$ cat src/rtl/pps_pkg.sv
// Shared types and constants for the preemptive priority scheduler.
package pps_pkg;

  localparam int MaxTasks = 16;
  localparam int IdxW     = $clog2(MaxTasks);
  localparam int SlotW    = 4;
  localparam int CountW   = 5;
  localparam int IdW      = 8;
  localparam int PrioW    = 8;
  localparam int TimeW    = 16;

  typedef logic [IdxW-1:0]   idx_t;
  typedef logic [TimeW-1:0]  time_t;
  typedef logic [IdW-1:0]    id_t;
  typedef logic [PrioW-1:0]  prio_t;
  typedef logic [CountW-1:0] count_t;

  typedef enum logic [0:0] {
    CmdLoad = 1'b0,
    CmdTick = 1'b1
  } cmd_e;

  typedef struct packed {
    cmd_e                   cmd;
    logic [SlotW-1:0]       slot;
    id_t                    task_id;
    time_t                  arrival_time;
    time_t                  burst_length;
    prio_t                  task_priority;
  } in_word_t;

  typedef struct packed {
    time_t tick_time;
    logic  ran;
    id_t   run_id;
    logic  completed;
    time_t finish_at;
    time_t turnaround;
    time_t waiting;
    logic  all_done;
  } out_word_t;

  // table update request from the top level
  typedef struct packed {
    logic  load;
    idx_t  load_idx;
    id_t   id;
    time_t arrival;
    time_t burst;
    prio_t prio;
    logic  dec;
    idx_t  dec_idx;
  } tbl_wr_t;

  // selection result
  typedef struct packed {
    logic ran;
    idx_t idx;
    logic all_done;
  } pick_t;

endpackage

$ cat src/rtl/pps_if.sv
// Valid/ready channel interfaces for task words, result words and config writes.
interface pps_in_if;
  logic              valid;
  logic              ready;
  pps_pkg::in_word_t data;
  modport source (output valid, output data, input ready);
  modport sink   (input valid, input data, output ready);
endinterface

interface pps_out_if;
  logic               valid;
  logic               ready;
  pps_pkg::out_word_t data;
  modport source (output valid, output data, input ready);
  modport sink   (input valid, input data, output ready);
endinterface

interface pps_cfg_if;
  logic            valid;
  logic            ready;
  pps_pkg::count_t data;
  modport source (output valid, output data, input ready);
  modport sink   (input valid, input data, output ready);
endinterface

$ cat src/rtl/pps_table.sv
// Task table: per-slot id, arrival, burst, priority and remaining work.
module pps_table (
  input  logic             clk_i,
  input  logic             rst_ni,
  input  pps_pkg::tbl_wr_t wr_i,
  output pps_pkg::id_t     ids_o        [pps_pkg::MaxTasks],
  output pps_pkg::time_t   arrivals_o   [pps_pkg::MaxTasks],
  output pps_pkg::time_t   bursts_o     [pps_pkg::MaxTasks],
  output pps_pkg::time_t   remaining_o  [pps_pkg::MaxTasks],
  output pps_pkg::prio_t   priorities_o [pps_pkg::MaxTasks]
);

  pps_pkg::id_t   ids_q        [pps_pkg::MaxTasks];
  pps_pkg::time_t arrivals_q   [pps_pkg::MaxTasks];
  pps_pkg::time_t bursts_q     [pps_pkg::MaxTasks];
  pps_pkg::time_t remaining_q  [pps_pkg::MaxTasks];
  pps_pkg::prio_t priorities_q [pps_pkg::MaxTasks];

  // static task data, no reset
  always_ff @(posedge clk_i) begin
    if (wr_i.load) begin
      ids_q[wr_i.load_idx]        <= wr_i.id;
      arrivals_q[wr_i.load_idx]   <= wr_i.arrival;
      bursts_q[wr_i.load_idx]     <= wr_i.burst;
      priorities_q[wr_i.load_idx] <= wr_i.prio;
    end
  end

  // remaining work resets to zero so unloaded slots are never picked
  always_ff @(posedge clk_i or negedge rst_ni) begin
    if (!rst_ni) begin
      for (int k = 0; k < pps_pkg::MaxTasks; k++) begin
        remaining_q[k] <= '0;
      end
    end else if (wr_i.load) begin
      remaining_q[wr_i.load_idx] <= wr_i.burst;
    end else if (wr_i.dec) begin
      remaining_q[wr_i.dec_idx] <= remaining_q[wr_i.dec_idx] - 1'b1;
    end
  end

  assign ids_o        = ids_q;
  assign arrivals_o   = arrivals_q;
  assign bursts_o     = bursts_q;
  assign remaining_o  = remaining_q;
  assign priorities_o = priorities_q;

endmodule

$ cat src/rtl/pps_pick.sv
// Eligibility masks and min-priority tree; also the post-tick all-done flag.
module pps_pick (
  input  pps_pkg::count_t task_count_i,
  input  pps_pkg::time_t  now_i,
  input  pps_pkg::time_t  arrivals_i   [pps_pkg::MaxTasks],
  input  pps_pkg::time_t  remaining_i  [pps_pkg::MaxTasks],
  input  pps_pkg::prio_t  priorities_i [pps_pkg::MaxTasks],
  output pps_pkg::pick_t  pick_o
);

  localparam int KeyW  = 1 + pps_pkg::PrioW + pps_pkg::IdxW;
  localparam int Nodes = 2 * pps_pkg::MaxTasks - 1;

  typedef logic [KeyW-1:0] key_t;

  logic [pps_pkg::MaxTasks-1:0] in_use;
  logic [pps_pkg::MaxTasks-1:0] busy_after;
  key_t                         node [Nodes];
  logic                         ran;
  pps_pkg::idx_t                idx;

  // key = {not eligible, priority, slot}: smallest key wins, ties to low slot
  always_comb begin
    for (int k = 0; k < pps_pkg::MaxTasks; k++) begin
      in_use[k] = int'(task_count_i) > k;
      node[pps_pkg::MaxTasks - 1 + k] = {
        ~(in_use[k] && (remaining_i[k] != '0) && (arrivals_i[k] <= now_i)),
        priorities_i[k],
        pps_pkg::idx_t'(k)
      };
    end
    for (int i = pps_pkg::MaxTasks - 2; i >= 0; i--) begin
      node[i] = (node[2*i+1] <= node[2*i+2]) ? node[2*i+1] : node[2*i+2];
    end
  end

  assign ran = ~node[0][KeyW-1];
  assign idx = node[0][pps_pkg::IdxW-1:0];

  // work left after this tick's decrement
  always_comb begin
    for (int k = 0; k < pps_pkg::MaxTasks; k++) begin
      busy_after[k] = in_use[k] && (remaining_i[k] != '0) &&
                      !(ran && (idx == pps_pkg::idx_t'(k)) &&
                        (remaining_i[k] == pps_pkg::time_t'(1)));
    end
  end

  assign pick_o.ran      = ran;
  assign pick_o.idx      = idx;
  assign pick_o.all_done = ~|busy_after;

endmodule

$ cat src/rtl/preemptive_priority_scheduler.sv
// Each word waits in the input register; a tick then registers its result word for output.
// One word per cycle unless a tick stalls on the output; the min-priority tree over all slots is combinational.
// Load words produce no result; tick words produce exactly one result word.
// Reset (rst_ni low, async): clears time, task_count, remaining work and both valid flags.
// Task ids, arrivals, bursts and priorities hold garbage until loaded.
module preemptive_priority_scheduler (
  input  logic      clk_i,
  input  logic      rst_ni,
  pps_in_if.sink    in_i,
  pps_out_if.source out_o,
  pps_cfg_if.sink   cfg_i
);

  // ---------------------------------------------------------------------------
  // Registers
  // ---------------------------------------------------------------------------
  logic               s1_valid_q, s1_valid_d;
  pps_pkg::in_word_t  s1_word_q;
  pps_pkg::time_t     now_q, now_d;
  pps_pkg::count_t    count_q;
  logic               out_valid_q, out_valid_d;
  pps_pkg::out_word_t out_word_q, out_word_d;

  // ---------------------------------------------------------------------------
  // Table and selection
  // ---------------------------------------------------------------------------
  pps_pkg::tbl_wr_t tbl_wr;
  pps_pkg::id_t     ids        [pps_pkg::MaxTasks];
  pps_pkg::time_t   arrivals   [pps_pkg::MaxTasks];
  pps_pkg::time_t   bursts     [pps_pkg::MaxTasks];
  pps_pkg::time_t   remaining  [pps_pkg::MaxTasks];
  pps_pkg::prio_t   priorities [pps_pkg::MaxTasks];
  pps_pkg::pick_t   pick;

  logic             is_tick;
  logic             s1_fire;
  logic             slot_ok;
  pps_pkg::time_t   finish;
  pps_pkg::time_t   turnaround;
  logic             completed;

  pps_table u_table (
    .clk_i        (clk_i),
    .rst_ni       (rst_ni),
    .wr_i         (tbl_wr),
    .ids_o        (ids),
    .arrivals_o   (arrivals),
    .bursts_o     (bursts),
    .remaining_o  (remaining),
    .priorities_o (priorities)
  );

  pps_pick u_pick (
    .task_count_i (count_q),
    .now_i        (now_q),
    .arrivals_i   (arrivals),
    .remaining_i  (remaining),
    .priorities_i (priorities),
    .pick_o       (pick)
  );

  // ---------------------------------------------------------------------------
  // Handshake
  // A load never blocks on the output; a tick needs the result register free
  // or draining this cycle. The input register takes a new word whenever its
  // current word leaves.
  // ---------------------------------------------------------------------------
  assign is_tick  = (s1_word_q.cmd == pps_pkg::CmdTick);
  assign s1_fire  = s1_valid_q && (!is_tick || !out_valid_q || out_o.ready);
  assign in_i.ready  = !s1_valid_q || s1_fire;
  assign cfg_i.ready = 1'b1;

  assign s1_valid_d = in_i.ready ? in_i.valid : s1_valid_q;

  // ---------------------------------------------------------------------------
  // Table writes: loads outside the table are dropped
  // ---------------------------------------------------------------------------
  assign slot_ok = int'(s1_word_q.slot) < pps_pkg::MaxTasks;

  always_comb begin
    tbl_wr          = '0;
    tbl_wr.load     = s1_fire && !is_tick && slot_ok;
    tbl_wr.load_idx = pps_pkg::idx_t'(s1_word_q.slot);
    tbl_wr.id       = s1_word_q.task_id;
    tbl_wr.arrival  = s1_word_q.arrival_time;
    tbl_wr.burst    = s1_word_q.burst_length;
    tbl_wr.prio     = s1_word_q.task_priority;
    tbl_wr.dec      = s1_fire && is_tick && pick.ran;
    tbl_wr.dec_idx  = pick.idx;
  end

  // ---------------------------------------------------------------------------
  // Tick result
  // Time saturates at all ones. Waiting clamps at zero, which only matters
  // once the time has saturated.
  // ---------------------------------------------------------------------------
  assign finish     = (now_q == '1) ? now_q : now_q + 1'b1;
  assign turnaround = finish - arrivals[pick.idx];
  assign completed  = pick.ran && (remaining[pick.idx] == pps_pkg::time_t'(1));

  always_comb begin
    out_word_d           = '0;
    out_word_d.tick_time = finish;
    out_word_d.all_done  = pick.all_done;
    if (pick.ran) begin
      out_word_d.ran    = 1'b1;
      out_word_d.run_id = ids[pick.idx];
    end
    if (completed) begin
      out_word_d.completed  = 1'b1;
      out_word_d.finish_at  = finish;
      out_word_d.turnaround = turnaround;
      out_word_d.waiting    = (turnaround >= bursts[pick.idx]) ?
                              turnaround - bursts[pick.idx] : '0;
    end
  end

  assign now_d = (s1_fire && is_tick) ? finish : now_q;

  always_comb begin
    out_valid_d = out_valid_q;
    if (s1_fire && is_tick) begin
      out_valid_d = 1'b1;
    end else if (out_o.ready) begin
      out_valid_d = 1'b0;
    end
  end

  // ---------------------------------------------------------------------------
  // Sequential
  // ---------------------------------------------------------------------------
  always_ff @(posedge clk_i or negedge rst_ni) begin
    if (!rst_ni) begin
      s1_valid_q  <= 1'b0;
      now_q       <= '0;
      count_q     <= '0;
      out_valid_q <= 1'b0;
    end else begin
      s1_valid_q  <= s1_valid_d;
      now_q       <= now_d;
      out_valid_q <= out_valid_d;
      if (cfg_i.valid) begin
        count_q <= cfg_i.data;
      end
    end
  end

  always_ff @(posedge clk_i) begin
    if (in_i.ready && in_i.valid) begin
      s1_word_q <= in_i.data;
    end
    if (s1_fire && is_tick) begin
      out_word_q <= out_word_d;
    end
  end

  assign out_o.valid = out_valid_q;
  assign out_o.data  = out_word_q;

endmodule
$ cat src/flat_wrapper.sv
// flat-port wrapper written by rule: the top's interface ports become plain ports
module preemptive_priority_scheduler_flat 
  (clk_i, rst_ni, in_i_valid, in_i_data, in_i_ready, out_o_valid, out_o_data, out_o_ready, cfg_i_valid, cfg_i_data, cfg_i_ready);
  pps_in_if in_i_i ();
  pps_out_if out_o_i ();
  pps_cfg_if cfg_i_i ();
  input  logic clk_i;
  input  logic rst_ni;
  input wire logic [$bits(in_i_i.valid)-1:0] in_i_valid;
  input wire logic [$bits(in_i_i.data)-1:0] in_i_data;
  output wire logic [$bits(in_i_i.ready)-1:0] in_i_ready;
  output wire logic [$bits(out_o_i.valid)-1:0] out_o_valid;
  output wire logic [$bits(out_o_i.data)-1:0] out_o_data;
  input wire logic [$bits(out_o_i.ready)-1:0] out_o_ready;
  input wire logic [$bits(cfg_i_i.valid)-1:0] cfg_i_valid;
  input wire logic [$bits(cfg_i_i.data)-1:0] cfg_i_data;
  output wire logic [$bits(cfg_i_i.ready)-1:0] cfg_i_ready;
  assign in_i_i.valid = in_i_valid;
  assign in_i_i.data = in_i_data;
  assign in_i_ready = in_i_i.ready;
  assign out_o_valid = out_o_i.valid;
  assign out_o_data = out_o_i.data;
  assign out_o_i.ready = out_o_ready;
  assign cfg_i_i.valid = cfg_i_valid;
  assign cfg_i_i.data = cfg_i_data;
  assign cfg_i_ready = cfg_i_i.ready;
  preemptive_priority_scheduler u_core (.clk_i(clk_i), .rst_ni(rst_ni), .in_i(in_i_i), .out_o(out_o_i), .cfg_i(cfg_i_i));
endmodule
$ cat config.mk
export PLATFORM = sky130hd
export DESIGN_NAME = preemptive_priority_scheduler_flat
export DESIGN_NICKNAME = d
export VERILOG_FILES = /design/src/rtl/pps_pkg.sv /design/src/rtl/pps_if.sv /design/src/rtl/pps_table.sv /design/src/rtl/pps_pick.sv /design/src/rtl/preemptive_priority_scheduler.sv /design/src/flat_wrapper.sv
export SDC_FILE = /design/constraint.sdc
export NUM_CORES = 2
export LEC_CHECK = 0
export BUFFER_PORTS_ARGS = -buffer_cell sky130_fd_sc_hd__buf_2
export CORE_MARGIN = 1
export CORE_UTILIZATION = 25
export DETAILED_ROUTE_END_ITERATION = 10
export GPL_TIMING_DRIVEN = 0
export HOLD_SLACK_MARGIN = 0.05
export PLACE_DENSITY_LB_ADDON = 0.2
export SYNTH_ARGS = -nofsm -noshare
export SYNTH_HDL_FRONTEND = slang
export SYNTH_SLANG_ARGS = --single-unit
export TNS_END_PERCENT = 30
$ cat constraint.sdc
create_clock -name clk_i -period 22.4 [get_ports clk_i]
set_input_delay 1.12 -clock clk_i [delete_from_list [all_inputs] [get_ports clk_i]]
set_output_delay 1.12 -clock clk_i [all_outputs]
set_load 0.05 [all_outputs]
# ---- Word-level counts from Yosys, hierarchy flattened
# Cells that the tools add are included.
dict set report word_totals {
  input_bits 63
  reg_bits 1175
  wordCells 385
  output_inout_bits 78
}
dict set report classes {
  bitwise_logic 19
  n_eq_ne 33
  mux 47
  add_sub_neg 4
  order_cmp 52
  reduce_logical 132
}
# cell n
set op_table {}
lappend op_table {{$bwmux W256} 4}
lappend op_table {{$mux W256} 2}
lappend op_table {{$eq A16 B1 Y1 const B} 17}
lappend op_table {{$bwmux W128} 2}
lappend op_table {{$le A16 B16 Y1} 16}
lappend op_table {{$reduce_bool A16 Y1} 16}
lappend op_table {{$le A13 B13 Y1} 15}
lappend op_table {{$mux W13} 15}
lappend op_table {{$bmux W16 S4} 3}
lappend op_table {{$mux W16} 10}
lappend op_table {{$demux W16 S4} 2}
lappend op_table {{$logic_and A1 B1 Y1} 88}
lappend op_table {{$mux W49} 1}
lappend op_table {{$gt A5 B4 Y1 const B} 8}
lappend op_table {{$bmux W8 S4} 1}
lappend op_table {{$demux W8 S4} 1}
lappend op_table {{$eq A4 B4 Y1 const B} 8}
lappend op_table {{$sub A16 B16 Y16} 2}
lappend op_table {{$mux W8} 3}
lappend op_table {{$gt A5 B3 Y1 const B} 4}
lappend op_table {{$logic_not A1 Y1} 20}
lappend op_table {{$not A1 Y1} 17}
lappend op_table {{$add A16 B1 Y16 const B} 1}
lappend op_table {{$eq A16 B16 Y1 const B} 1}
lappend op_table {{17 further kinds} 30}

# ---- Logic depth before layout (Yosys ltp)
dict set report logic_depth {
  depth_word 20
  depth_mapped 82
  ltp_nobuf 71
}

# ---- By module
# Synthesis repeated with hierarchy kept, for this count alone.
dict set report unflattened {
  cells_unflattened 4514
  hier_area_um2 60310.3
}
# mod cells_each area_each_um2 instances seq_area_each_um2
set by_module_without_submodules {}
lappend by_module_without_submodules {pps_table 2013 36266.0 1 29468.3}
lappend by_module_without_submodules {preemptive_priority_scheduler 904 12423.2 1 4419.2}
lappend by_module_without_submodules {pps_pick 1597 11621.1 1 0.0}

# ---- Worst setup path before layout
# OpenSTA, ideal clock, no wires.
dict set report synth_timing {
  path_kind {reg2reg}
  from {register u_core.now_q[9]}
  to {register u_core.out_word_q (netlist bit u_core.out_o.data[10]) (data pin)}
  arrival_ns 15.966
  required_time_ns 22.134
  path_slack_ns 6.168
  stages_incl_launch_ff 77
  setup_ns 0.266
  synth_period_minus_slack_ns 16.232
  path_buffers 13
  cell_sequence {dfrtp_1 -> inv_1 -> ha_1 -> a21o_1 -> a21o_1 -> a21o_1 -> a2111oi_0 -> nor4_1 -> nor4_1 -> inv_1 -> ha_1 -> a21oi_1 -> o21ai_0 -> a21oi_1 -> buf_2 -> buf_1 -> a21oi_1 -> ha_1 -> [... 41 more ...] -> o21bai_1 -> a21oi_1 -> nor2b_1 -> o21a_1 -> nor2_1 -> xnor2_1 -> inv_1 -> ha_1 -> nand4_1 -> nor3_1 -> or3_1 -> a31oi_1 -> o31a_1 -> o21a_1 -> a2111oi_0 -> o21bai_1 -> clkbuf_1 -> nor2_1}
}
dict set report synth_between {
  elab_chain_cells 18
  elab_cells_between_ends 98
  cone_classes {add/sub (3); order compare (32); eq/ne (2); mux (25); bitwise (18); reduce/logical (18)}
}
# item line_no
set synth_rtl {}
lappend synth_rtl {{start, declared} preemptive_priority_scheduler.sv:19} ;# pps_pkg::time_t now_q, now_d;
lappend synth_rtl {{start signal, assigned} preemptive_priority_scheduler.sv:140} ;# now_q <= now_d;
lappend synth_rtl {{$le A16 B16 Y1} pps_pick.sv:27} ;# ~(in_use[k] && (remaining_i[k] != '0) && (arrivals_i[k] <= now_i)),
lappend synth_rtl {{$logic_and A1 B1 Y1} pps_pick.sv:27}
lappend synth_rtl {{$not A1 Y1} pps_pick.sv:27}
lappend synth_rtl {{$le A13 B13 Y1} pps_pick.sv:33} ;# node[i] = (node[2*i+1] <= node[2*i+2]) ? node[2*i+1] : node[2*i+2];
lappend synth_rtl {{$mux W13} pps_pick.sv:33}
lappend synth_rtl {{$le A13 B13 Y1} pps_pick.sv:33}
lappend synth_rtl {{$mux W13} pps_pick.sv:33}
lappend synth_rtl {{$le A13 B13 Y1} pps_pick.sv:33}
lappend synth_rtl {{$mux W13} pps_pick.sv:33}
lappend synth_rtl {{$le A13 B13 Y1} pps_pick.sv:33}
lappend synth_rtl {{$mux W13} pps_pick.sv:33}
lappend synth_rtl {{$not A4 Y5 (not written as such)} -}
lappend synth_rtl {{$bmux W16 S4 (on tied branches)} {preemptive_priority_scheduler.sv:98, preemptive_priority_scheduler.sv:99}}
lappend synth_rtl {{$mux W16 (on tied branches) (2 in series)} {preemptive_priority_scheduler.sv:98, preemptive_priority_scheduler.sv:99}}
lappend synth_rtl {{$sub A16 B16 Y16 or $eq A16 B1 Y1 (tied branches)} {preemptive_priority_scheduler.sv:98, preemptive_priority_scheduler.sv:99}}
lappend synth_rtl {{$ge A16 B16 Y1 or $logic_and A1 B1 Y1 (tied branches)} {preemptive_priority_scheduler.sv:113, preemptive_priority_scheduler.sv:99}}
lappend synth_rtl {{$reduce_and A2 Y1 (no source line)} -}
lappend synth_rtl {{end signal, assigned} preemptive_priority_scheduler.sv:153} ;# out_word_q <= out_word_d;
lappend synth_rtl {{end, declared} preemptive_priority_scheduler.sv:22} ;# pps_pkg::out_word_t out_word_q, out_word_d;
# Parallel ways exist; a longest one is shown, timed or not. The select of a mux whose other input is x is not followed.
# A chain may end at the register's enable or synchronous reset.

# ---- Worst setup path after layout
dict set report layout_timing {
  from {register u_core.now_q[15]}
  to {register u_core.out_word_q (netlist bit u_core.out_o.data[15]) (data pin)}
}
# The elaborated chain is that of the path after synthesis.

==> flow_results.org <==
** Drt
- For this block, the via count after detailed routing is 47,100.
- Post-DR wirelength/cell :: 31.9 um
- Mean number of vias per cell :: 5.47
- The first detailed-routing pass took 8 iterations.
- Total Wirelength :: 274,000 um
- Starting DRC count in detailed routing :: 5,804
- After detailed routing, the number of remaining DRC violations is 0.
- In this run the remaining antenna-violating nets after routing total 0.

** Logic synthesis
- After synthesis, the share of cell area in mux cells is 0.00909.
- Netlist area before placement :: 0.0589 mm^2
- Proportion of synthesized flip-flops having asynchronous set or reset :: 0.237
- A synthesized cell averages 11.8 um^2.
- #FFs+latches synth :: 1,175
- Count of flip-flops with a built-in enable after synthesis :: 896
- The most used flip-flop cell after synthesis is sky130_fd_sc_hd__edfxtp_1.
- Of the total synthesized cell area, the portion taken by XOR and XNOR cells is 0.0101.
- Combinational family with the most area after synthesis :: compound AO/OA/AOI/OAI gates
- Net Count, Synth :: 5,485
- Of the total synthesized cell area, the portion taken by full adders, half adders and majority gates is 0.0881.
- Simple-gate area share of the yosys netlist :: 0.0980
- For this run, the number of Yosys warnings is 0.
- Number of distinct library cell variants in the gate-level netlist after synthesis :: 102
- The share of the Yosys chip area taken by registers is 0.575.
- The synthesized-area fraction occupied by ao, oa, aoi and oai cells was 0.191.
- Instance count of the mapped netlist :: 5,011

** Timing
- Subtracting the final worst setup slack from the clock period gives 21.61 ns.
- The final-report hold violation count is 0.
- The max-slew violation count came to 0.
- Setup Total Neg Slack :: 0 ns
- Setup repair after global routing missed its margin :: false
- Setup violations remaining at the end of the flow were counted as 0.
- Final worst clock skew :: 0.0423 ns
- Tcrit/Tclk final :: 0.965
- Hold is met by 0.366 ns.
- For the pin with the worst max-slew slack, the measured transition is 1.45 ns.
- Derived from the worst setup path, the maximum achievable clock frequency is 0.0463 GHz.
- The worst path meets setup with 0.792 ns of slack.
- Slew margin rel. :: 0.0280

** Setup path
- Critical path startpoint category :: flop
- Top fanout value on the critical path :: 19
- FF-to-FF path depth :: 70
- In this run the worst setup path terminates at u_core.out_o.data[15]$_SDFFCE_PN0P_.
- STA puts the critical path data arrival time at 22.26 ns.
- Worst path required time :: 23.05 ns
- Max incr delay on CP :: 0.84 ns
- Among all stages on the critical path, the largest delay is contributed by sky130_fd_sc_hd__clkbuf_1.
- Cell mode on critical path :: sky130_fd_sc_hd__ha_1
- The endpoint identified for the worst register-to-register timing path is u_core.out_o.data[15]$_SDFFCE_PN0P_.
- The worst register-to-register path begins at u_core.now_q[15]$_DFFE_PN0P_.
- Minimum setup slack among reg-to-reg paths :: 0.79 ns
- Class of the most critical setup path :: reg -> reg
- Category of the worst setup path capture point :: flop
- Tracing the worst setup path back leads to its startpoint at u_core.now_q[15]$_DFFE_PN0P_.

** CTS
- Num Clock Sinks :: 1,175
- TritonCTS built the clock tree.
- Num CTS Buffers :: 140
- CTS placed an instance of sky130_fd_sc_hd__clkbuf_16 at the clock tree root.
- The later pin in the worst-skew pair is clocked with a latency of 0.83 ns.
- Number of levels the H-tree was split into :: 4
- The clock passes through at most 3 buffers.
- Clock-pin slew of the registers on the worst-case setup and hold paths :: 0.06 ns

** Placed design
- The count of buffers added on input and output ports is 139.
- Post-Place Cell Area :: 0.0644 mm^2
- Setup slack at placement :: -4.08 ns
- The congestion estimate from routability-driven global placement came to 0.981.
- Detailed placer's ending HPWL :: 204,000 um

** Run
- # Max-Cap Violations :: 0

** Global routing
- Entering global routing, the biggest net connects 104 pins.
- In the global route stage, overall resource usage came out at 0.226.
- Global routing finished with a remaining overflow of 0.
- The number of global-route vias before repair came to 45,600.
- The initial antenna violation count was 20.
- The first global-routing pass estimated 374,000 um of wire.

** Floorplan
- Site row count :: 177
- The region available for standard cell placement spans 0.233 mm^2.
- In this run the count of I/O pins placed on the die edge is 141.
- Measured along the y axis, the die boundary spans 487 um.
- From left edge to right edge, the die measures 487 um.
- Initial core utilization :: 0.252
- The die covers 0.238 mm^2.

** Outcome
- The run finished with clean final reports.

** Final layout
- After the last flow step, the layout net total stands at 5,832.
- Leaving out fill and tap cells, the most frequent cell in the layout is sky130_fd_sc_hd__edfxtp_1.
- In the final layout, the share of cells above drive strength 1 is 0.115.
- Highest-count cells in the layout ignoring fill and taps :: sky130_fd_sc_hd__edfxtp_1, sky130_fd_sc_hd__nand2_1, sky130_fd_sc_hd__ha_1
- Post-route design area :: 0.0696 mm^2
- Synthesis-to-layout area growth :: 18.1%

** Worst hold path
- The worst hold path belongs to the class in -> async.
-- metrics by stage --
step,util,instances
after global routing,0.298,8606
after floorplan,-,5011
after detailed placement,0.276,8319
after CTS,0.296,8581
after global placement,0.272,8282
final,0.298,8612
-- worst max-delay path, delay by kind of cell, from the launching register on --
kind	cells	cell delay, ns
fa+ha+maj	7	2.66
compound gates	31	9.22
buf+inv	10	4.18
flops	1	0.45
simple gates	21	4.55
xor+xnor	1	0.23
-- cells by family (layout without fill, tap and decap cells) --
kind of cell | count (synthesis) | count (layout)
xor gates and xnor gates | 66 | 66
buffers and inverters | 420 | 882
DFF | 1175 | 1175
adders and majority gates | 414 | 414
and+or+nand+nor | 1227 | 1227
other | 1 | 8
AOI/OAI and AO/OA | 1657 | 1657
muxes | 51 | 51
-- synthesized netlist by cell type (11+ instances only) --
cell type	instances	area, um^2
sky130_fd_sc_hd__buf_2	20	100
sky130_fd_sc_hd__o22ai_1	34	213
sky130_fd_sc_hd__o21bai_1	13	97.6
sky130_fd_sc_hd__and3_1	27	169
sky130_fd_sc_hd__a31oi_1	22	138
sky130_fd_sc_hd__a221oi_1	14	123
sky130_fd_sc_hd__ha_1	409	5120
sky130_fd_sc_hd__a211oi_1	34	255
sky130_fd_sc_hd__nand4_1	95	594
sky130_fd_sc_hd__buf_1	31	116
sky130_fd_sc_hd__nor3_1	59	295
sky130_fd_sc_hd__dfrtp_1	279	6980
sky130_fd_sc_hd__a222oi_1	132	1320
sky130_fd_sc_hd__xor2_1	14	123
sky130_fd_sc_hd__nand2_1	449	1690
sky130_fd_sc_hd__a22oi_1	238	1790
sky130_fd_sc_hd__edfxtp_1	896	26900
sky130_fd_sc_hd__o21a_1	49	368
sky130_fd_sc_hd__or2_2	12	75.1
sky130_fd_sc_hd__nand2b_1	16	100
sky130_fd_sc_hd__inv_1	153	574
sky130_fd_sc_hd__a221o_1	14	140
sky130_fd_sc_hd__clkbuf_1	207	777
sky130_fd_sc_hd__o2111ai_1	14	123
sky130_fd_sc_hd__nor4_1	96	601
sky130_fd_sc_hd__o211ai_1	48	360
sky130_fd_sc_hd__and4_1	11	96.3
sky130_fd_sc_hd__nand3_1	68	340
sky130_fd_sc_hd__xnor2_1	51	447
sky130_fd_sc_hd__o21ai_1	34	170
sky130_fd_sc_hd__a22o_1	16	140
sky130_fd_sc_hd__mux2_2	16	180
sky130_fd_sc_hd__a21oi_1	358	1790
sky130_fd_sc_hd__o31ai_1	21	158
sky130_fd_sc_hd__o21ai_0	383	1920
sky130_fd_sc_hd__a21o_1	81	608
sky130_fd_sc_hd__and2_1	28	175
sky130_fd_sc_hd__mux2i_1	34	340
sky130_fd_sc_hd__nor2b_1	41	257
sky130_fd_sc_hd__a32oi_1	14	123
sky130_fd_sc_hd__nor2_1	291	1090
-- layout make-up --
type / count / area (um^2)
fill: 24100 / 164000
sequential: 1175 / 33900
multi-input combinational: 3416 / 23600
clock buffer: 193 / 3940
tap: 3132 / 3920
timing repair buffer: 211 / 1760
buffer: 260 / 1180
inverter: 154 / 618
clock inverter: 64 / 583
antenna: 7 / 17.5
-- layer usage --
metal  vias up  track usage  part of all wire
met5         -            0           0.00012
met4         4       0.0907             0.044
met3       464       0.0393             0.077
met2      2258        0.366              0.46
met1     24000        0.298              0.42
li1      20400            -                 -
-- timing repair --
| action | in CTS | in global routing |
|---|---|---|
| setup buffers | 11 | 24 |
| pin swaps | 0 | 1 |
| resized for setup | 59 | 43 |
| hold buffers | 0 | 0 |
| endpoints found under the setup margin | 31 | 16 |
-- sequential cells by signal (all words and copies together) (netlist names) --
| name | count |
|---|---|
| u_core.now_q | 16 |
| u_core.u_table.ids_o | 128 |
| u_core.s1_word_q | 52 |
| u_core.is_tick | 1 |
| u_core.u_table.bursts_o | 256 |
| u_core.out_o.data | 75 |
| u_core.count_q | 5 |
| u_core.u_table.priorities_o | 128 |
| u_core.u_table.remaining_o | 256 |
| u_core.s1_valid_q | 1 |
| u_core.out_o.valid | 1 |
| u_core.u_table.arrivals_o | 256 |
-- worst min-delay path by stage --
stage	endpoint
finish	u_core.u_table.remaining_o[197]$_DFFE_PN0P_
global route	u_core.u_table.remaining_o[197]$_DFFE_PN0P_
CTS	u_core.u_table.remaining_o[197]$_DFFE_PN0P_
detailed placement	u_core.u_table.remaining_o[242]$_DFFE_PN0P_
global placement	u_core.u_table.remaining_o[225]$_DFFE_PN0P_
floorplan	u_core.u_table.remaining_o[36]$_DFFE_PN0P_
Power is left out: the tool's default activity adds up to more than one toggle a clock period on the data nets, which glitch-free logic cannot reach.
